<file path="config.mk">
export PLATFORM = sky130hd
export DESIGN_NAME = source_token_lexer_top_flat
export DESIGN_NICKNAME = d
export VERILOG_FILES = /design/src/hw/rtl/stl_pkg.sv /design/src/hw/rtl/stl_if.sv /design/src/hw/rtl/stl_front.sv /design/src/hw/rtl/stl_queue.sv /design/src/hw/rtl/stl_back.sv /design/src/hw/rtl/source_token_lexer_top.sv /design/src/flat_wrapper.sv
export SDC_FILE = /design/constraint.sdc
export NUM_CORES = 1
export LEC_CHECK = 0
export ABC_AREA = 0
export BUFFER_PORTS_ARGS = -buffer_cell sky130_fd_sc_hd__clkbuf_2
export CAP_MARGIN = 15
export CELL_PAD_IN_SITES_DETAIL_PLACEMENT = 0
export CELL_PAD_IN_SITES_GLOBAL_PLACEMENT = 1
export CORE_MARGIN = 2
export CORE_UTILIZATION = 45
export CTS_CLUSTER_DIAMETER = 30
export CTS_CLUSTER_SIZE = 8
export DETAILED_ROUTE_END_ITERATION = 6
export PLACE_DENSITY_LB_ADDON = 0.1
export SLEW_MARGIN = 5
export SYNTH_ARGS = -nofsm -noshare
export SYNTH_HDL_FRONTEND = slang
export SYNTH_HIERARCHICAL = 1
export SYNTH_SLANG_ARGS = --single-unit
</file>
<file path="constraint.sdc">
create_clock -name clk -period 28.3 [get_ports clk]
set_clock_uncertainty 0.05 [all_clocks]
set_input_delay 2.83 -clock clk [delete_from_list [all_inputs] [get_ports clk]]
set_output_delay 2.83 -clock clk [all_outputs]
set_load 0.03 [all_outputs]
</file>
<file path="src/hw/rtl/stl_pkg.sv">
package stl_pkg;

    localparam int CNT_W      = 16;
    localparam int KW_MAX_LEN = 6;
    localparam int KW_NUM     = 14;
    localparam int KW_IDX_W   = $clog2(KW_MAX_LEN);
    localparam int Q_DEPTH    = 4;
    localparam int Q_PTR_W    = $clog2(Q_DEPTH);

    localparam logic [CNT_W-1:0] CNT_MAX       = {CNT_W{1'b1}};
    localparam logic [CNT_W-1:0] LIMIT_DEFAULT = CNT_W'(1000);

    // token kinds
    localparam logic [5:0] KIND_IDENT   = 6'd0;
    localparam logic [5:0] KIND_INT     = 6'd15;
    localparam logic [5:0] KIND_FLOAT   = 6'd16;
    localparam logic [5:0] KIND_STRING  = 6'd17;
    localparam logic [5:0] KIND_LPAREN  = 6'd18;
    localparam logic [5:0] KIND_RPAREN  = 6'd19;
    localparam logic [5:0] KIND_LBRACE  = 6'd20;
    localparam logic [5:0] KIND_RBRACE  = 6'd21;
    localparam logic [5:0] KIND_SEMI    = 6'd22;
    localparam logic [5:0] KIND_STAR    = 6'd23;
    localparam logic [5:0] KIND_PERCENT = 6'd24;
    localparam logic [5:0] KIND_COLON   = 6'd25;
    localparam logic [5:0] KIND_OP_ONE  = 6'd26;
    localparam logic [5:0] KIND_OP_TWO  = 6'd27;
    localparam logic [5:0] KIND_SLASH   = 6'd32;

    // error codes
    localparam logic [2:0] ERR_NONE    = 3'd0;
    localparam logic [2:0] ERR_NUMBER  = 3'd1;
    localparam logic [2:0] ERR_STRING  = 3'd2;
    localparam logic [2:0] ERR_UNKNOWN = 3'd3;
    localparam logic [2:0] ERR_MANY    = 3'd4;
    localparam logic [2:0] ERR_LONG    = 3'd5;

    // pending operator codes
    localparam logic [1:0] POP_EQ    = 2'd0;
    localparam logic [1:0] POP_PLUS  = 2'd1;
    localparam logic [1:0] POP_MINUS = 2'd2;

    typedef enum logic [3:0] {
        M_IDLE, M_IDENT, M_INT, M_DOT, M_FRAC,
        M_STRING, M_SLASH, M_COMMENT, M_DOUBLE, M_HALT
    } mode_t;

    typedef enum logic [1:0] {
        REQ_NONE, REQ_TOK, REQ_FAIL
    } req_t;

    typedef struct packed {
        logic [5:0]       kind;
        logic [CNT_W-1:0] len;
        logic [CNT_W-1:0] line;
        logic [CNT_W-1:0] col;
        logic [2:0]       err;
        logic             last;
    } res_t;

    // results of one input beat, from front to queue
    typedef struct packed {
        logic [1:0] cnt;
        res_t       r0;
        res_t       r1;
    } push_t;

    // keyword text, first character in the low byte
    localparam logic [8*KW_MAX_LEN-1:0] KW_TEXT [KW_NUM] = '{
        (8*KW_MAX_LEN)'("fi"),    (8*KW_MAX_LEN)'("ro"),    (8*KW_MAX_LEN)'("nf"),
        (8*KW_MAX_LEN)'("dna"),   (8*KW_MAX_LEN)'("rof"),   (8*KW_MAX_LEN)'("tni"),
        (8*KW_MAX_LEN)'("ton"),   (8*KW_MAX_LEN)'("loob"),  (8*KW_MAX_LEN)'("esle"),
        (8*KW_MAX_LEN)'("txen"),  (8*KW_MAX_LEN)'("kaerb"), (8*KW_MAX_LEN)'("taolf"),
        (8*KW_MAX_LEN)'("elihw"), (8*KW_MAX_LEN)'("gnirts")
    };
    localparam logic [3:0] KW_LEN [KW_NUM] = '{
        4'd2, 4'd2, 4'd2, 4'd3, 4'd3, 4'd3, 4'd3,
        4'd4, 4'd4, 4'd4, 4'd5, 4'd5, 4'd5, 4'd6
    };

    function automatic logic [5:0] ident_kind(input logic [8*KW_MAX_LEN-1:0] kw,
                                              input logic [CNT_W-1:0] run);
        logic [5:0] k;
        logic       hit;
        k = KIND_IDENT;
        for (int i = 0; i < KW_NUM; i++) begin
            hit = (run == CNT_W'(KW_LEN[i]));
            for (int j = 0; j < KW_MAX_LEN; j++) begin
                if (j < int'(KW_LEN[i]) && kw[8*j +: 8] != KW_TEXT[i][8*j +: 8]) begin
                    hit = 1'b0;
                end
            end
            if (hit) begin
                k = 6'(i + 1);
            end
        end
        return k;
    endfunction

    function automatic res_t mk_res(input logic [5:0] kind, input logic [CNT_W-1:0] len,
                                    input logic [CNT_W-1:0] line,
                                    input logic [CNT_W-1:0] col, input logic [2:0] err);
        res_t r;
        r.kind = kind;
        r.len  = len;
        r.line = line;
        r.col  = col;
        r.err  = err;
        r.last = 1'b0;
        return r;
    endfunction

endpackage

</file>
<file path="src/hw/rtl/stl_if.sv">
interface stl_in_if;
    logic       valid;
    logic       ready;
    logic [7:0] char_code;
    logic       end_of_input;

    modport source (output valid, output char_code, output end_of_input, input ready);
    modport sink (input valid, input char_code, input end_of_input, output ready);
endinterface

interface stl_out_if;
    logic                      valid;
    logic                      ready;
    logic [5:0]                token_kind;
    logic [stl_pkg::CNT_W-1:0] token_length;
    logic [stl_pkg::CNT_W-1:0] start_line;
    logic [stl_pkg::CNT_W-1:0] start_column;
    logic [2:0]                error_code;
    logic                      last_result;

    modport source (output valid, output token_kind, output token_length,
                    output start_line, output start_column, output error_code,
                    output last_result, input ready);
    modport sink (input valid, input token_kind, input token_length,
                  input start_line, input start_column, input error_code,
                  input last_result, output ready);
endinterface

</file>
<file path="src/hw/rtl/stl_front.sv">
module stl_front (
    input  logic                   clk,
    input  logic                   rst_n,
    input  logic                   accept,
    input  logic [7:0]             char_code,
    input  logic                   end_of_input,
    input  logic                   cfg_we,
    input  logic [15:0]            cfg_data,
    output stl_pkg::push_t         push
);

    stl_pkg::mode_t                     mode_reg, mode_next;
    logic [1:0]                         pend_reg, pend_next;
    logic [7:0]                         kw_reg [stl_pkg::KW_MAX_LEN];
    logic [stl_pkg::CNT_W-1:0]          run_reg, run_next;
    logic [stl_pkg::CNT_W-1:0]          tline_reg, tline_next;
    logic [stl_pkg::CNT_W-1:0]          tcol_reg, tcol_next;
    logic [stl_pkg::CNT_W-1:0]          cline_reg, cline_next;
    logic [stl_pkg::CNT_W-1:0]          ccol_reg, ccol_next;
    logic [stl_pkg::CNT_W-1:0]          emit_reg, emit_next;
    logic [stl_pkg::CNT_W-1:0]          limit_reg;
    logic                               kw_we;
    logic [stl_pkg::KW_IDX_W-1:0]       kw_idx;
    logic [8*stl_pkg::KW_MAX_LEN-1:0]   kw_flat;

    // character classes
    logic is_alpha, is_digit, is_ident, is_ws, is_nl;
    logic [5:0] single_kind;
    logic       is_single;

    function automatic logic [stl_pkg::CNT_W-1:0] CNT_ONE();
        return stl_pkg::CNT_W'(1);
    endfunction

    function automatic logic [stl_pkg::CNT_W-1:0] CNT_W_TWO();
        return stl_pkg::CNT_W'(2);
    endfunction

    always_comb
    begin
        for (int i = 0; i < stl_pkg::KW_MAX_LEN; i++) begin
            kw_flat[8*i +: 8] = kw_reg[i];
        end
    end

    assign is_alpha = (char_code >= "a" && char_code <= "z") ||
                      (char_code >= "A" && char_code <= "Z");
    assign is_digit = (char_code >= "0" && char_code <= "9");
    assign is_ident = is_alpha || is_digit || char_code == "_";
    assign is_nl    = (char_code == 8'h0A);
    assign is_ws    = (char_code == " ") || (char_code == 8'h09) || is_nl;

    always_comb
    begin
        is_single   = 1'b1;
        single_kind = stl_pkg::KIND_IDENT;
        unique case (char_code)
            "(":     single_kind = stl_pkg::KIND_LPAREN;
            ")":     single_kind = stl_pkg::KIND_RPAREN;
            "{":     single_kind = stl_pkg::KIND_LBRACE;
            "}":     single_kind = stl_pkg::KIND_RBRACE;
            ";":     single_kind = stl_pkg::KIND_SEMI;
            "*":     single_kind = stl_pkg::KIND_STAR;
            "%":     single_kind = stl_pkg::KIND_PERCENT;
            ":":     single_kind = stl_pkg::KIND_COLON;
            default: is_single = 1'b0;
        endcase
    end

    // lexer step for one beat: continue the current token, then maybe start one
    always_comb
    begin
        logic [stl_pkg::CNT_W-1:0] cl, cc;
        logic [1:0]                p;
        logic [7:0]                opc;
        logic                      do_start;
        stl_pkg::req_t             rq;
        logic [5:0]                rkind;
        logic [stl_pkg::CNT_W-1:0] rlen, rline, rcol;
        logic [2:0]                rerr;
        stl_pkg::res_t             x;
        logic [1:0]                n;
        stl_pkg::res_t             r0, r1;

        mode_next  = mode_reg;
        pend_next  = pend_reg;
        run_next   = run_reg;
        tline_next = tline_reg;
        tcol_next  = tcol_reg;
        cline_next = cline_reg;
        ccol_next  = ccol_reg;
        emit_next  = emit_reg;
        kw_we      = 1'b0;
        kw_idx     = '0;
        n          = 2'd0;
        r0         = '0;
        r1         = '0;
        x          = '0;
        do_start   = 1'b0;
        rq         = stl_pkg::REQ_NONE;
        rkind      = stl_pkg::KIND_IDENT;
        rlen       = '0;
        rline      = tline_reg;
        rcol       = tcol_reg;
        rerr       = stl_pkg::ERR_NONE;
        p          = (pend_reg == 2'd3) ? stl_pkg::POP_EQ : pend_reg;
        unique case (p)
            stl_pkg::POP_PLUS:  opc = "+";
            stl_pkg::POP_MINUS: opc = "-";
            default:            opc = "=";
        endcase
        cl = cline_reg;
        cc = (ccol_reg == stl_pkg::CNT_MAX) ? stl_pkg::CNT_MAX : ccol_reg + 1'b1;

        if (accept && mode_reg != stl_pkg::M_HALT) begin
            if (end_of_input) begin
                // flush the pending token
                unique case (mode_reg)
                    stl_pkg::M_IDENT:  begin rq = stl_pkg::REQ_TOK;
                        rkind = stl_pkg::ident_kind(kw_flat, run_reg); rlen = run_reg; end
                    stl_pkg::M_INT:    begin rq = stl_pkg::REQ_TOK;
                        rkind = stl_pkg::KIND_INT; rlen = run_reg; end
                    stl_pkg::M_DOT:    begin rq = stl_pkg::REQ_FAIL; rerr = stl_pkg::ERR_NUMBER; end
                    stl_pkg::M_FRAC:   begin rq = stl_pkg::REQ_TOK;
                        rkind = stl_pkg::KIND_FLOAT; rlen = run_reg; end
                    stl_pkg::M_STRING: begin rq = stl_pkg::REQ_FAIL; rerr = stl_pkg::ERR_STRING; end
                    stl_pkg::M_SLASH:  begin rq = stl_pkg::REQ_TOK;
                        rkind = stl_pkg::KIND_SLASH; rlen = CNT_ONE(); end
                    stl_pkg::M_DOUBLE: begin rq = stl_pkg::REQ_TOK;
                        rkind = stl_pkg::KIND_OP_ONE + {3'd0, p, 1'b0}; rlen = CNT_ONE(); end
                    default:           mode_next = stl_pkg::M_IDLE;
                endcase
            end else begin
                // advance the source position
                if (is_nl) begin
                    if (cline_reg != stl_pkg::CNT_MAX) begin
                        cline_next = cline_reg + 1'b1;
                    end
                    ccol_next = '0;
                end else begin
                    ccol_next = cc;
                end

                unique case (mode_reg)
                    stl_pkg::M_IDENT:
                    begin
                        if (is_ident) begin
                            if (run_reg == stl_pkg::CNT_MAX) begin
                                rq = stl_pkg::REQ_FAIL; rerr = stl_pkg::ERR_LONG;
                            end else begin
                                run_next = run_reg + 1'b1;
                                if (run_reg < stl_pkg::CNT_W'(stl_pkg::KW_MAX_LEN)) begin
                                    kw_we  = 1'b1;
                                    kw_idx = run_reg[stl_pkg::KW_IDX_W-1:0];
                                end
                            end
                        end else begin
                            rq = stl_pkg::REQ_TOK; do_start = 1'b1;
                            rkind = stl_pkg::ident_kind(kw_flat, run_reg); rlen = run_reg;
                        end
                    end
                    stl_pkg::M_INT, stl_pkg::M_FRAC:
                    begin
                        if (is_digit || (char_code == "." && mode_reg == stl_pkg::M_INT)) begin
                            if (run_reg == stl_pkg::CNT_MAX) begin
                                rq = stl_pkg::REQ_FAIL; rerr = stl_pkg::ERR_LONG;
                            end else begin
                                run_next = run_reg + 1'b1;
                                if (!is_digit) begin
                                    mode_next = stl_pkg::M_DOT;
                                end
                            end
                        end else begin
                            rq = stl_pkg::REQ_TOK; do_start = 1'b1; rlen = run_reg;
                            rkind = (mode_reg == stl_pkg::M_INT) ? stl_pkg::KIND_INT
                                                                 : stl_pkg::KIND_FLOAT;
                        end
                    end
                    stl_pkg::M_DOT:
                    begin
                        if (!is_digit) begin
                            rq = stl_pkg::REQ_FAIL; rerr = stl_pkg::ERR_NUMBER;
                        end else if (run_reg == stl_pkg::CNT_MAX) begin
                            rq = stl_pkg::REQ_FAIL; rerr = stl_pkg::ERR_LONG;
                        end else begin
                            run_next  = run_reg + 1'b1;
                            mode_next = stl_pkg::M_FRAC;
                        end
                    end
                    stl_pkg::M_STRING:
                    begin
                        if (is_nl) begin
                            rq = stl_pkg::REQ_FAIL; rerr = stl_pkg::ERR_STRING;
                        end else if (run_reg == stl_pkg::CNT_MAX) begin
                            rq = stl_pkg::REQ_FAIL; rerr = stl_pkg::ERR_LONG;
                        end else if (char_code == "\"") begin
                            rq = stl_pkg::REQ_TOK; rkind = stl_pkg::KIND_STRING;
                            rlen = run_reg + 1'b1;
                        end else begin
                            run_next = run_reg + 1'b1;
                        end
                    end
                    stl_pkg::M_SLASH:
                    begin
                        if (char_code == "/") begin
                            mode_next = stl_pkg::M_COMMENT;
                        end else begin
                            rq = stl_pkg::REQ_TOK; do_start = 1'b1;
                            rkind = stl_pkg::KIND_SLASH; rlen = CNT_ONE();
                        end
                    end
                    stl_pkg::M_COMMENT:
                    begin
                        if (is_nl) begin
                            mode_next = stl_pkg::M_IDLE;
                        end
                    end
                    stl_pkg::M_DOUBLE:
                    begin
                        rq = stl_pkg::REQ_TOK;
                        if (char_code == opc) begin
                            rkind = stl_pkg::KIND_OP_TWO + {3'd0, p, 1'b0};
                            rlen  = CNT_W_TWO();
                        end else begin
                            rkind = stl_pkg::KIND_OP_ONE + {3'd0, p, 1'b0};
                            rlen  = CNT_ONE();
                            do_start = 1'b1;
                        end
                    end
                    default:
                    begin
                        mode_next = stl_pkg::M_IDLE;
                        do_start  = 1'b1;
                    end
                endcase
            end

            // resolve the first result
            unique case (rq)
                stl_pkg::REQ_TOK:
                begin
                    if (emit_next >= limit_reg) begin
                        x = stl_pkg::mk_res(stl_pkg::KIND_IDENT, '0, tline_next, tcol_next,
                                            stl_pkg::ERR_MANY);
                        mode_next = stl_pkg::M_HALT;
                    end else begin
                        emit_next = emit_next + 1'b1;
                        mode_next = stl_pkg::M_IDLE;
                        x = stl_pkg::mk_res(rkind, rlen, tline_next, tcol_next,
                                            stl_pkg::ERR_NONE);
                    end
                end
                stl_pkg::REQ_FAIL:
                begin
                    x = stl_pkg::mk_res(stl_pkg::KIND_IDENT, '0, rline, rcol, rerr);
                    mode_next = stl_pkg::M_HALT;
                end
                default: ;
            endcase
            if (rq != stl_pkg::REQ_NONE) begin
                r0 = x;
                n  = 2'd1;
            end

            // start a new token from this character
            rq = stl_pkg::REQ_NONE;
            if (do_start && mode_next != stl_pkg::M_HALT && !is_ws) begin
                if (is_single || char_code == "/" || char_code == "\"" || char_code == "=" ||
                    char_code == "+" || char_code == "-" || is_alpha ||
                    char_code == "_" || is_digit) begin
                    tline_next = cl;
                    tcol_next  = cc;
                    run_next   = CNT_ONE();
                end
                priority if (is_single) begin
                    mode_next = stl_pkg::M_IDLE;
                    rq = stl_pkg::REQ_TOK; rkind = single_kind; rlen = CNT_ONE();
                end else if (char_code == "/") begin
                    mode_next = stl_pkg::M_SLASH;
                end else if (char_code == "\"") begin
                    mode_next = stl_pkg::M_STRING;
                end else if (char_code == "=" || char_code == "+" || char_code == "-") begin
                    mode_next = stl_pkg::M_DOUBLE;
                    pend_next = (char_code == "=") ? stl_pkg::POP_EQ :
                                (char_code == "+") ? stl_pkg::POP_PLUS : stl_pkg::POP_MINUS;
                end else if (is_alpha || char_code == "_") begin
                    mode_next = stl_pkg::M_IDENT;
                    kw_we     = 1'b1;
                    kw_idx    = '0;
                end else if (is_digit) begin
                    mode_next = stl_pkg::M_INT;
                end else begin
                    rq = stl_pkg::REQ_FAIL; rerr = stl_pkg::ERR_UNKNOWN;
                    rline = cl; rcol = cc;
                end
            end

            // resolve the second result
            unique case (rq)
                stl_pkg::REQ_TOK:
                begin
                    if (emit_next >= limit_reg) begin
                        x = stl_pkg::mk_res(stl_pkg::KIND_IDENT, '0, tline_next, tcol_next,
                                            stl_pkg::ERR_MANY);
                        mode_next = stl_pkg::M_HALT;
                    end else begin
                        emit_next = emit_next + 1'b1;
                        mode_next = stl_pkg::M_IDLE;
                        x = stl_pkg::mk_res(rkind, rlen, tline_next, tcol_next,
                                            stl_pkg::ERR_NONE);
                    end
                end
                stl_pkg::REQ_FAIL:
                begin
                    x = stl_pkg::mk_res(stl_pkg::KIND_IDENT, '0, rline, rcol, rerr);
                    mode_next = stl_pkg::M_HALT;
                end
                default: ;
            endcase
            if (rq != stl_pkg::REQ_NONE) begin
                if (n == 2'd0) begin
                    r0 = x;
                end else begin
                    r1 = x;
                end
                n = n + 2'd1;
            end

            // end of input restarts the source position and count
            if (end_of_input && mode_next != stl_pkg::M_HALT) begin
                mode_next  = stl_pkg::M_IDLE;
                run_next   = '0;
                tline_next = CNT_ONE();
                tcol_next  = CNT_ONE();
                cline_next = CNT_ONE();
                ccol_next  = '0;
                emit_next  = '0;
            end

            if (n == 2'd1) begin
                r0.last = 1'b1;
            end else if (n == 2'd2) begin
                r1.last = 1'b1;
            end
        end

        push.cnt = n;
        push.r0  = r0;
        push.r1  = r1;
    end

    // lexer state
    always_ff @(posedge clk or negedge rst_n)
    begin
        if (!rst_n) begin
            mode_reg  <= stl_pkg::M_IDLE;
            pend_reg  <= stl_pkg::POP_EQ;
            run_reg   <= '0;
            tline_reg <= stl_pkg::CNT_W'(1);
            tcol_reg  <= stl_pkg::CNT_W'(1);
            cline_reg <= stl_pkg::CNT_W'(1);
            ccol_reg  <= '0;
            emit_reg  <= '0;
            limit_reg <= stl_pkg::LIMIT_DEFAULT;
        end else begin
            mode_reg  <= mode_next;
            pend_reg  <= pend_next;
            run_reg   <= run_next;
            tline_reg <= tline_next;
            tcol_reg  <= tcol_next;
            cline_reg <= cline_next;
            ccol_reg  <= ccol_next;
            emit_reg  <= emit_next;
            if (cfg_we) begin
                limit_reg <= cfg_data;
            end
        end
    end

    // keyword character store
    always_ff @(posedge clk)
    begin
        if (kw_we) begin
            kw_reg[kw_idx] <= char_code;
        end
    end

endmodule

</file>
<file path="src/hw/rtl/stl_queue.sv">
module stl_queue (
    input  logic           clk,
    input  logic           rst_n,
    input  stl_pkg::push_t push,
    output logic           space,
    output logic           head_valid,
    output stl_pkg::res_t  head,
    input  logic           pop
);

    stl_pkg::res_t                mem [stl_pkg::Q_DEPTH];
    logic [stl_pkg::Q_PTR_W-1:0]  wr_reg, wr_next;
    logic [stl_pkg::Q_PTR_W-1:0]  rd_reg, rd_next;
    logic [stl_pkg::Q_PTR_W:0]    cnt_reg, cnt_next;
    logic [stl_pkg::Q_PTR_W-1:0]  wr_plus;

    // room for the two results of one beat
    assign space      = (cnt_reg <= (stl_pkg::Q_PTR_W+1)'(stl_pkg::Q_DEPTH - 2));
    assign head_valid = (cnt_reg != '0);
    assign head       = mem[rd_reg];
    assign wr_plus    = wr_reg + 1'b1;

    // pointer and fill count
    always_comb
    begin
        wr_next  = wr_reg + stl_pkg::Q_PTR_W'(push.cnt);
        rd_next  = pop ? rd_reg + 1'b1 : rd_reg;
        cnt_next = cnt_reg + (stl_pkg::Q_PTR_W+1)'(push.cnt)
                   - (stl_pkg::Q_PTR_W+1)'(pop);
    end

    always_ff @(posedge clk or negedge rst_n)
    begin
        if (!rst_n) begin
            wr_reg  <= '0;
            rd_reg  <= '0;
            cnt_reg <= '0;
        end else begin
            wr_reg  <= wr_next;
            rd_reg  <= rd_next;
            cnt_reg <= cnt_next;
        end
    end

    // result storage
    always_ff @(posedge clk)
    begin
        if (push.cnt != 2'd0) begin
            mem[wr_reg] <= push.r0;
        end
        if (push.cnt == 2'd2) begin
            mem[wr_plus] <= push.r1;
        end
    end

endmodule

</file>
<file path="src/hw/rtl/stl_back.sv">
module stl_back (
    input  logic           clk,
    input  logic           rst_n,
    input  logic           head_valid,
    input  stl_pkg::res_t  head,
    output logic           pop,
    stl_out_if.source      out_ch
);

    logic          valid_reg;
    stl_pkg::res_t data_reg;

    // refill the output register when it is empty or its beat is taken
    assign pop = head_valid && (!valid_reg || out_ch.ready);

    always_ff @(posedge clk or negedge rst_n)
    begin
        if (!rst_n) begin
            valid_reg <= 1'b0;
        end else if (!valid_reg || out_ch.ready) begin
            valid_reg <= head_valid;
        end
    end

    always_ff @(posedge clk)
    begin
        if (pop) begin
            data_reg <= head;
        end
    end

    assign out_ch.valid        = valid_reg;
    assign out_ch.token_kind   = data_reg.kind;
    assign out_ch.token_length = data_reg.len;
    assign out_ch.start_line   = data_reg.line;
    assign out_ch.start_column = data_reg.col;
    assign out_ch.error_code   = data_reg.err;
    assign out_ch.last_result  = data_reg.last;

endmodule

</file>
<file path="src/hw/rtl/source_token_lexer_top.sv">
// path: a result is written into the queue, then into the output register, before it appears on the output
// throughput: one input beat per cycle while the queue has space; each beat gives zero, one or two results
// the output drains one result per cycle while out_ch.ready is high, so a run of two-result beats backs up the queue
// reset: asynchronous active low; lexer idle at line 1, token limit 1000, queue empty
// after an error the lexer keeps taking beats but gives no results until reset
module source_token_lexer_top (
    input  logic        clk,
    input  logic        rst_n,
    stl_in_if.sink      in_ch,
    stl_out_if.source   out_ch,
    input  logic        cfg_we,
    input  logic [15:0] cfg_data
);

    stl_pkg::push_t push;
    stl_pkg::res_t  head;
    logic           space;
    logic           head_valid;
    logic           pop;
    logic           accept;

    assign in_ch.ready = space;
    assign accept      = in_ch.valid && space;

    // front: classify characters and build results
    stl_front u_front (
        .clk          (clk),
        .rst_n        (rst_n),
        .accept       (accept),
        .char_code    (in_ch.char_code),
        .end_of_input (in_ch.end_of_input),
        .cfg_we       (cfg_we),
        .cfg_data     (cfg_data),
        .push         (push)
    );

    // result queue between front and back
    stl_queue u_queue (
        .clk        (clk),
        .rst_n      (rst_n),
        .push       (push),
        .space      (space),
        .head_valid (head_valid),
        .head       (head),
        .pop        (pop)
    );

    // back: output register
    stl_back u_back (
        .clk        (clk),
        .rst_n      (rst_n),
        .head_valid (head_valid),
        .head       (head),
        .pop        (pop),
        .out_ch     (out_ch)
    );

endmodule
</file>
<file path="src/flat_wrapper.sv">
// flat-port wrapper written by rule: the top's interface ports become plain ports
module source_token_lexer_top_flat 
  (clk, rst_n, cfg_we, cfg_data, in_ch_valid, in_ch_char_code, in_ch_end_of_input, in_ch_ready, out_ch_valid, out_ch_token_kind, out_ch_token_length, out_ch_start_line, out_ch_start_column, out_ch_error_code, out_ch_last_result, out_ch_ready);
  stl_in_if in_ch_i ();
  stl_out_if out_ch_i ();
  input  logic clk;
  input  logic rst_n;
  input  logic cfg_we;
  input  logic [15:0] cfg_data;
  input wire logic [$bits(in_ch_i.valid)-1:0] in_ch_valid;
  input wire logic [$bits(in_ch_i.char_code)-1:0] in_ch_char_code;
  input wire logic [$bits(in_ch_i.end_of_input)-1:0] in_ch_end_of_input;
  output wire logic [$bits(in_ch_i.ready)-1:0] in_ch_ready;
  output wire logic [$bits(out_ch_i.valid)-1:0] out_ch_valid;
  output wire logic [$bits(out_ch_i.token_kind)-1:0] out_ch_token_kind;
  output wire logic [$bits(out_ch_i.token_length)-1:0] out_ch_token_length;
  output wire logic [$bits(out_ch_i.start_line)-1:0] out_ch_start_line;
  output wire logic [$bits(out_ch_i.start_column)-1:0] out_ch_start_column;
  output wire logic [$bits(out_ch_i.error_code)-1:0] out_ch_error_code;
  output wire logic [$bits(out_ch_i.last_result)-1:0] out_ch_last_result;
  input wire logic [$bits(out_ch_i.ready)-1:0] out_ch_ready;
  assign in_ch_i.valid = in_ch_valid;
  assign in_ch_i.char_code = in_ch_char_code;
  assign in_ch_i.end_of_input = in_ch_end_of_input;
  assign in_ch_ready = in_ch_i.ready;
  assign out_ch_valid = out_ch_i.valid;
  assign out_ch_token_kind = out_ch_i.token_kind;
  assign out_ch_token_length = out_ch_i.token_length;
  assign out_ch_start_line = out_ch_i.start_line;
  assign out_ch_start_column = out_ch_i.start_column;
  assign out_ch_error_code = out_ch_i.error_code;
  assign out_ch_last_result = out_ch_i.last_result;
  assign out_ch_i.ready = out_ch_ready;
  source_token_lexer_top u_core (.clk(clk), .rst_n(rst_n), .in_ch(in_ch_i), .out_ch(out_ch_i), .cfg_we(cfg_we), .cfg_data(cfg_data));
endmodule
</file>
==> summary.txt, run 1 <==
Outcome - finished, final reports clean
Initial antenna violation count - 0
1st-iter DRT viols - 1,456
Setup_tns - 0 ps
WHS - 437 ps
Initial Util - 0.453
Total GRT Usage - 0.251
TritonCTS buffer count - 108
Pin count of the biggest net entering global routing - 62
Io pins - 90
Hold Crit Class - reg -> reg
P&R area growth vs syn - 18.6%
Max reg flops - 232
Max-slew violations - 0
Cts repair resizes - 0
GP Congestion - 0.917
Drc violations - 0
Reg2reg path depth - 19
Primary FF master, synth - edfxtp_1
Crit Path Category - in -> reg
Hold Path Stages - 1
Setup violations, final - 0
Crit path DAT - 9760 ps
Yosys cell types - 107
Max-cap violations - 0
Num rows - 88
Mean post-synth cell area - 11.9 um2
Maximum clock rate - 105 MHz
Ant. Diodes - 0
CTS sink cnt - 464
First-pass GRT wire length - 116 mm
Nets - 2,364
Remaining antenna violation count - 0
Chip height - 244 um
PortBufs - 89
DP Worst Slack - 18,110 ps
Post-detail-place hpwl - 48.0 mm
CTS clock-pin slew for the worst setup and hold paths - 40 ps
WL/cell - 23.7 um
Filler instances - 4,929
Leak - 11.9 nW
Power per Cell Area - 95.0 mW/mm2
Post-synth EDFFs - 338
DIE AREA - 0.0597 mm2
Vias in the first global route - 19,000
Post-CTS Setup Bufs - 0
Final WL - 74.5 mm
Final Util - 0.538
Async S/R FF share, synth - 0.272
Crit share post-route - 0.337
Finished Layout Cells - 3,141
Setup WS post-layout - 18,760 ps
Latest clock arrival within the worst-skew pair - 650 ps
CTS Root Cell - clkbuf_16
Most numerous cell in the Yosys netlist - edfxtp_1
Synth area leader - edfxtp_1
Vias - 18,700
H-Tree Level Count - 3
Top cells by area, synth - edfxtp_1, dfrtp_1, mux2_2
Tmin final - 9540 ps
Yosys reg bits - 464
Worst-margin pin slew - 1120 ps
Peak VDD IR - 0.109 mV
Cell count after synthesis - 2,183
Mapped Area - 0.0260 mm2
RSZ-0062 raised after global routing - no
Congestion Overflow GR - 0
Dpl cells - 2,936
CTS tree - built
Endpoint class of the critical path - register
Fin. Hold Viols - 0
Clock Path Buffers - 3
Layout cells sized above 1 - 0.272
Commonest cells post-synth - edfxtp_1, mux2_2, nor2_1
# hold bufs at CTS - 0
Die Wd - 244 um
Drt pass-1 iters - 6
Crit path required time - 28,530 ps
DR vias/cell - 5.97
Startpoint Class - input port
Worst slew margin - 0.248
Crit Path Max Fanout - 30
Area of the core - 0.0574 mm2
Sequential fraction of the synthesis area - 0.512
Yosys warnings - 6
Yosys top cell area share - 0.390
[worst max-delay path: stages]
cell and delay [ps]:
clkbuf_2 330, nor4b_2 540, and4_1 390, nor3_2 100
or2_2 400, nor4_1 320, nor3_1 70, or2_2 320
ha_1 540, and3b_1 240, a21boi_0 150, nor2_1 520
nand2_2 250, inv_2 360, ha_1 170, and2_1 400
o21bai_1 260, o21bai_4 910, buf_4 610
[final timing paths]
kind                                        startpoint                           to  slack, ps
max in group asynchronous                        rst_n   u_core/u_front/ccol_reg[6]      24410
min reg2reg                u_core/u_front/tcol_reg[11]  u_core/u_front/tcol_reg[11]        440
max reg2reg                  u_core/u_front/run_reg[0]     u_core/u_queue/mem[2][6]      20230
min                        u_core/u_front/tcol_reg[11]  u_core/u_front/tcol_reg[11]        440
max                                 in_ch_char_code[4]     u_core/u_queue/mem[2][6]      18760
min in group asynchronous                        rst_n  u_core/u_front/limit_reg[1]       2030
[final cells by class]
cell class / count / area (um2) / share of cell area
clock buffer: 126 / 2840 / 0.0922
clock inverter: 79 / 973 / 0.0316
multi-input combinational: 1530 / 11800 / 0.384
timing repair buffer: 123 / 707 / 0.0229
tap: 765 / 957 / 0.0310
sequential: 464 / 13300 / 0.432
inverter: 54 / 203 / 0.00657
[per-stage QoR]
stage | total power [W] | cell area (um2)
floorplan | 0.00143 | 26100
global placement | 0.00166 | 27000
detailed placement | 0.00167 | 27000
CTS | 0.00296 | 30800
global route | 0.00306 | 30800
finish | 0.00293 | 30800
[cell families (layout without fill, tap and decap cells)]
| kind of cell | Yosys count | in the layout | share of synthesized area |
|---|---|---|---|
| and+or+nand+nor | 695 | 695 | 0.141 |
| DFF | 464 | 464 | 0.512 |
| AOI/OAI and AO/OA | 410 | 410 | 0.108 |
| muxes | 299 | 299 | 0.156 |
| buffers and inverters | 204 | 382 | 0.0378 |
| xor gates and xnor gates | 57 | 57 | 0.0192 |
| adders and majority gates | 53 | 53 | 0.0258 |
| other | 1 | 16 | 0.000144 |
[cells in the final DEF, fill, tap and decap left out, types with 13 or more instances in the layout]
cell type / instances
clkinv_1: 19
nand2b_1: 16
edfxtp_1: 338
and3_1: 60
a22oi_1: 38
nor2_1: 163
conb_1: 16
a21oi_1: 89
a22o_1: 30
mux2_1: 13
o31ai_1: 16
clkbuf_2: 88
xor2_1: 33
a31oi_1: 15
dfrtp_1: 115
clkinv_2: 22
buf_4: 34
ha_1: 52
xnor2_1: 24
o21ai_0: 77
nor4_1: 22
nor2b_1: 17
mux4_2: 58
nor3_1: 50
clkbuf_1: 13
nand4_1: 26
mux2_2: 212
bufinv_16: 18
nand3_1: 87
clkbuf_16: 110
nand2_1: 140
inv_1: 52
o21ai_1: 14
[where the power goes]
part | internal, W | total (W) | switching (W) | leakage [nW]
clock network | 0.000879 | 0.00128 | 0.000399 | 1.83
registers | 0.000865 | 0.000938 | 0.0000731 | 4.87
logic | 0.000234 | 0.000714 | 0.000480 | 5.19
total | 0.00198 | 0.00293 | 0.000952 | 11.9
[per-layer routing]
layer	up-vias	GRT usage	part of all wire
met5	-	0	0
met4	0	0.0846	0.025
met3	131	0.0359	0.051
met2	602	0.407	0.47
met1	9401	0.346	0.45
li1	8603	-	-
(Power assumes the default switching activity.)
==> inputs of run 2 (changes only) <==
--- a/config.mk
+++ b/config.mk
@@ -5,7 +5,7 @@
 export SDC_FILE = /design/constraint.sdc
 export NUM_CORES = 1
 export LEC_CHECK = 0
-export ABC_AREA = 0
+export ABC_AREA = 1
 export BUFFER_PORTS_ARGS = -buffer_cell sky130_fd_sc_hd__clkbuf_2
 export CAP_MARGIN = 15
 export CELL_PAD_IN_SITES_DETAIL_PLACEMENT = 0
==> constraint.sdc (replaced) <==
create_clock -name clk -period 9.3 [get_ports clk]
set_clock_uncertainty 0.05 [all_clocks]
set_input_delay 0.93 -clock clk [delete_from_list [all_inputs] [get_ports clk]]
set_output_delay 0.93 -clock clk [all_outputs]
set_load 0.03 [all_outputs]
==> run 2 against run 1 <==
Largest power group is now combinational logic; register-to-register slack got worse by 18000 ps; flip-flop and latch count stayed put; highest routed layer unchanged; critical path depth up 11; sequential power grew to 3.3 times the previous value; routed wire length increased by 22%; the run now ends with DRC left; clock power grew to 3.0 times the previous value; largest cell class unchanged; first-iteration DRC count is 48% higher; final cell count rose by 52%; global-route usage increased by 2.0 points; combinational power rose to 5.5 times the previous value.
==> summary.txt, run 2 <==
Outcome - finished with violations
Failing checks - DRC
Post-detail-place hpwl - 57.9 mm
Reg2reg path depth - 30
WL/cell - 18.9 um
Top cells by area, synth - edfxtp_1, nand2_1, dfrtp_1
Total GRT Usage - 0.271
Crit share post-route - 0.768
1st-iter DRT viols - 2,161
Placed cell area - 0.0299 mm2
CTS Root Cell - clkbuf_16
Crit Path Max Fanout - 64
Worst slew margin - 0.178
Vias - 25,800
Final WL - 90.6 mm
Remaining antenna violation count - 0
CTS sink cnt - 464
Busiest grt layer - met2
Max reg flops - 232
Cts repair resizes - 0
Worst-margin pin slew - 1230 ps
Cell count after synthesis - 3,793
Peak VDD IR - 0.172 mV
Clock Path Buffers - 3
RSZ-0062 raised after global routing - no
Crit Path Category - reg -> reg
First-pass GRT wire length - 140 mm
Commonest cells post-synth - nand2_1, inv_1, nand3_1
Largest stage delay, worst path - 610 ps
Max-slew violations - 0
Endpoint class of the critical path - register
Worst path slowest cell - nand2_2
Power per Cell Area - 324 mW/mm2
Yosys reg bits - 464
Reg2reg start - u_core/u_front/run_reg[0]
Leak - 15.5 nW
Mapped Area - 0.0288 mm2
Congestion Overflow GR - 0
H-Tree Level Count - 3
Num rows - 92
Finished Cell Area - 0.0337 mm2
CP dominant cell by count - nand2_1
Chip height - 257 um
CTS tree - built
Startpoint Class - register
Capturing point of the worst reg2reg path - u_core/u_queue/mem[2][5]
Yosys top cell area share - 0.352
Fin. Hold Viols - 0
R2R Setup Slk - 2150 ps
Nets - 3,927
Initial Util - 0.456
Hold Crit Class - in -> async
DIE AREA - 0.0661 mm2
P&R area growth vs syn - 16.8%
Yosys warnings - 6
GR Util met3 - 0.0500
Most frequent cells in the layout - nand2_1, inv_1, nand3_1
Primary FF master, synth - edfxtp_1
CTS clock-pin slew for the worst setup and hold paths - 40 ps
Max-cap violations - 0
Commonest non-fill, non-tap cell in the layout - nand2_1
Async S/R FF share, synth - 0.272
Die Wd - 257 um
Met2 GRT Util - 0.444
Mean post-synth cell area - 7.60 um2
Met1 usage - 0.364
DR vias/cell - 5.40
# hold bufs at CTS - 0
Tmin final - 7150 ps
Crit path required time - 9570 ps
Ant. Diodes - 0
Tot Pwr - 0.0109 W
Post-synth EDFFs - 338
Io pins - 90
WHS - 284 ps
Vias in the first global route - 24,600
Most numerous cell in the Yosys netlist - nand2_1
GP Congestion - 0.955
Latest clock arrival within the worst-skew pair - 650 ps
Synth area leader - edfxtp_1
Sequential fraction of the synthesis area - 0.462
Yosys cell types - 68
Post-CTS Setup Bufs - 0
Layout cells sized above 1 - 0.116
Setup violations, final - 0
PortBufs - 89
Setup_tns - 0 ps
Crit path DAT - 7410 ps
Pin count of the biggest net entering global routing - 114
TritonCTS buffer count - 110
Area of the core - 0.0632 mm2
Maximum clock rate - 140 MHz
Drt pass-1 iters - 7
Drc violations - 7
Initial antenna violation count - 0
==> run 2: changes by cell type after synthesis, moves of 54 or more <==
cell,delta
and3_1,-57
or2_2,+54
mux4_2,-58
mux2_2,-211
nand3_1,+336
nand2_1,+1113
o22ai_1,+72
inv_1,+403
==> run 2: routing by layer <==
metal,vias up,share of wire
met5,-,0
met4,0,0.025
met3,163,0.068
met2,914,0.47
met1,12200,0.44
li1,12500,-
==> run 2: where the power goes <==
group	internal [W]	leakage (nW)	switching, W
clock	0.00270	1.83	0.00120
sequential	0.00280	4.84	0.000297
combinational	0.00105	8.80	0.00287
==> run 2: critical path, delay by kind of cell, from the launching register on <==
family	cells	cell delay, ps
AOI/OAI and AO/OA	2	340
buffers and inverters	8	1660
DFF	1	510
and+or+nand+nor	17	3440
adders and majority gates	3	750
==> run 2: cell type report <==
| type | instances | area [um2] |
|---|---|---|
| clock buffer | 133 | 2950 |
| inverter | 480 | 1800 |
| sequential | 464 | 13300 |
| multi-input combinational | 2662 | 12900 |
| clock inverter | 71 | 862 |
| tap | 846 | 1060 |
| fill | 5938 | 29500 |
| timing repair buffer | 126 | 779 |
==> run 2: through the flow <==
stage / cells / util / worst slack, ps
finish: 4782 / 0.533 / 2150
global route: 4782 / 0.533 / 1580
CTS: 4781 / 0.533 / 2250
detailed placement: 4577 / 0.473 / 1690
global placement: 4576 / 0.473 / 1940
floorplan: 3808 / - / 2990
==> run 2: worst max-delay path by stage <==
stage,from,to,cells past startpoint
final,u_core/u_front/run_reg[0],u_core/u_queue/mem[2][5],30
after global routing,in_ch_char_code[3],u_core/u_front/cline_reg[6],33
after CTS,u_core/u_front/run_reg[0],u_core/u_queue/mem[2][9],30
after detailed placement,in_ch_char_code[2],u_core/u_queue/mem[2][18],30
after global placement,in_ch_char_code[3],u_core/u_queue/mem[2][17],32
after floorplan,in_ch_char_code[3],u_core/u_queue/mem[0][0],32
==> run 2: cells by family (layout without fill, tap and decap cells) <==
logic type               after synthesis  count (layout)  share of synthesized area
adder cells (fa/ha/maj)               53              53                     0.0233
multiplexers                           2               2                   0.000738
AND/OR/NAND/NOR                     2145            2145                      0.322
buffers and inverters                682             810                     0.0950
flip-flops                           464             464                      0.462
XOR/XNOR                              55              55                     0.0167
other                                  1              16                   0.000130
AO/OA/AOI/OAI                        391             391                     0.0801
==> inputs of run 3 (changes only) <==
--- a/config.mk
+++ b/config.mk
@@ -5,7 +5,7 @@
 export SDC_FILE = /design/constraint.sdc
 export NUM_CORES = 1
 export LEC_CHECK = 0
-export ABC_AREA = 1
+export ABC_AREA = 0
 export BUFFER_PORTS_ARGS = -buffer_cell sky130_fd_sc_hd__clkbuf_2
 export CAP_MARGIN = 15
 export CELL_PAD_IN_SITES_DETAIL_PLACEMENT = 0
==> constraint.sdc (replaced) <==
create_clock -name clk -period 6.7 [get_ports clk]
set_clock_uncertainty 0.05 [all_clocks]
set_input_delay 0.67 -clock clk [delete_from_list [all_inputs] [get_ports clk]]
set_output_delay 0.67 -clock clk [all_outputs]
set_load 0.03 [all_outputs]
==> run 3 against run 2 <==
The flow now finishes without violations; via count down 27%; critical path depth down 4; fmax up 13%; register-to-register slack worse by 1800 ps; combinational power down 19%; sequential power up 26%; count of clock-buffer cells in the layout down 1; non-clock buffer count up 48; hold slack worse by 240 ps; final cell count down 33%; utilization up 1.1 points.
==> summary.txt, run 3 (same netlist as run 1, synthesis figures left out) <==
Crit Path Category - reg -> reg
Worst path slowest cell - or4_1
Tmin final - 6330 ps
DR vias/cell - 5.93
WL/cell - 23.3 um
Vias - 18,900
Setup violations, final - 0
Latest clock arrival within the worst-skew pair - 660 ps
RSZ-0062 raised after global routing - yes
Remaining antenna violation count - 0
Crit path DAT - 6790 ps
Peak VDD IR - 0.365 mV
Setup_tns - 0 ps
Drc violations - 0
Filler instances - 4,903
Pin count of the biggest net entering global routing - 76
Reg2reg start - u_core/u_front/mode_reg[2]
Num rows - 88
WHS - 40.5 ps
P&R area growth vs syn - 20.1%
CP dominant cell by count - buf_4
Maximum clock rate - 158 MHz
Vias in the first global route - 18,900
Worst-margin pin slew - 1030 ps
Die Wd - 244 um
Post-detail-place hpwl - 48.6 mm
CTS Root Cell - clkbuf_16
GP Congestion - 0.924
Area of the core - 0.0574 mm2
Crit path required time - 7160 ps
Ant. Diodes - 0
Chip height - 244 um
Crit share post-route - 0.945
# hold bufs at CTS - 0
Final WL - 74.2 mm
Hold Crit Class - in -> async
Fin. Hold Viols - 0
Layout cells sized above 1 - 0.288
Reg2reg path depth - 26
CTS clock-pin slew for the worst setup and hold paths - 40 ps
Clock Path Buffers - 3
Leak - 12.1 nW
Initial Util - 0.453
Commonest non-fill, non-tap cell in the layout - edfxtp_1
1st-iter DRT viols - 1,574
DIE AREA - 0.0597 mm2
Worst slew margin - 0.314
TritonCTS buffer count - 106
PortBufs - 89
Congestion Overflow GR - 0
R2R Setup Slk - 370 ps
Setup WS post-layout - 371 ps
Outcome - finished, final reports clean
Io pins - 90
Initial antenna violation count - 3
Total GRT Usage - 0.251
Capturing point of the worst reg2reg path - u_core/u_front/emit_reg[13]
Most frequent cells in the layout - edfxtp_1, mux2_2, nor2_1
Top Family by Delay on Critical Path - simple AND/OR/NAND/NOR gates
Max reg flops - 232
Endpoint class of the critical path - register
CTS sink cnt - 464
Nets - 2,413
Startpoint Class - register
H-Tree Level Count - 3
Max-cap violations - 0
Drt pass-1 iters - 6
Final Util - 0.544
CTS tree - built
Power per Cell Area - 395 mW/mm2
First-pass GRT wire length - 115 mm
DP Worst Slack - 37.9 ps
Max-slew violations - 0
Largest stage delay, worst path - 490 ps
Crit Path Max Fanout - 18
WP buf/inv - 4
run 3: cell count changes in the layout (fill, tap and decap cells not counted), moves of 30 or more:
| cell | delta |
|---|---|
| o22ai_1 | -72 |
| a22o_1 | +30 |
| and3_1 | +57 |
| nand4_1 | -35 |
| mux2_2 | +211 |
| buf_4 | +43 |
| a22oi_1 | +34 |
| nand3_1 | -336 |
| mux4_2 | +58 |
| or2_2 | -54 |
| o21ai_0 | -40 |
| nor2_1 | -33 |
| nand2_1 | -1104 |
| inv_1 | -401 |
run 3: how the worst max path moves through the flow:
stage | end | slack, ps | start | depth (start not counted)
after global placement | u_core/u_front/emit_reg[13] | 150 | in_ch_char_code[4] | 25
after CTS | u_core/u_front/emit_reg[13] | 350 | u_core/u_front/mode_reg[1] | 24
after floorplan | u_core/u_queue/mem[1][0] | -910 | in_ch_char_code[4] | 21
after detailed placement | u_core/u_front/emit_reg[13] | 40 | in_ch_char_code[3] | 25
final | u_core/u_front/emit_reg[13] | 370 | u_core/u_front/mode_reg[2] | 26
after global routing | u_core/u_front/emit_reg[13] | -10 | u_core/u_front/mode_reg[2] | 26
run 3: what timing repair did:
action	CTS	global route
setup buffers	0	0
setup endpoints to repair	0	15
resized for setup	0	4
run 3: cell type report:
class | instances | area, um2 | share of cell area
Sequential cell | 464 | 13300 | 0.427
Clock buffer | 132 | 2850 | 0.0914
Clock inverter | 65 | 830 | 0.0266
Tap cell | 765 | 957 | 0.0307
Multi-Input combinational cell | 1530 | 11800 | 0.379
Timing Repair Buffer | 174 | 1210 | 0.0389
Inverter | 54 | 203 | 0.00649
run 3: metal layers:
metal,wire (um),global-route usage,vias to the layer above
met4,1940,0.0798,2
met3,3950,0.0447,147
met2,35900,0.416,596
met1,32400,0.335,9458
li1,-,-,8690
met5,13,0,-
run 3: stage by stage:
stage,power (W),cell area [um2],std cells
3_5_place_dp,0.00715,27500,2987
3_3_place_gp,0.00713,27500,2986
5_1_grt,0.0129,31200,3184
6_report,0.0123,31200,3184
2_1_floorplan,0.00602,26100,2198
4_1_cts,0.0124,31200,3184
run 3: where the power goes:
| group | leakage [nW] | total (W) | switching [W] | internal, W |
|---|---|---|---|---|
| Combinational | 5.48 | 0.00317 | 0.00209 | 0.00108 |
| Sequential | 4.87 | 0.00392 | 0.000270 | 0.00365 |
| Clock | 1.77 | 0.00524 | 0.00168 | 0.00355 |
| Total | 12.1 | 0.0123 | 0.00404 | 0.00829 |
run 3: worst reg2reg max path: stages, from the launching register on:
cell      delay (ps)
dfrtp_1          380
buf_4            190
nor4b_1          300
buf_4            190
and4_1           300
nor3_2           110
or2_2            310
nor4_1           260
nor3_1            70
or2_2            310
ha_1             220
nor2b_1          130
o21ai_1          110
buf_4            260
nor4b_1          100
xnor2_1          290
inv_1            160
ha_1             300
nand4_1          110
a31oi_1           50
a211oi_1         290
o21ai_1          170
or4_1            490
o31a_1           210
nor4_2           450
nand3_1          140
a32o_1           260
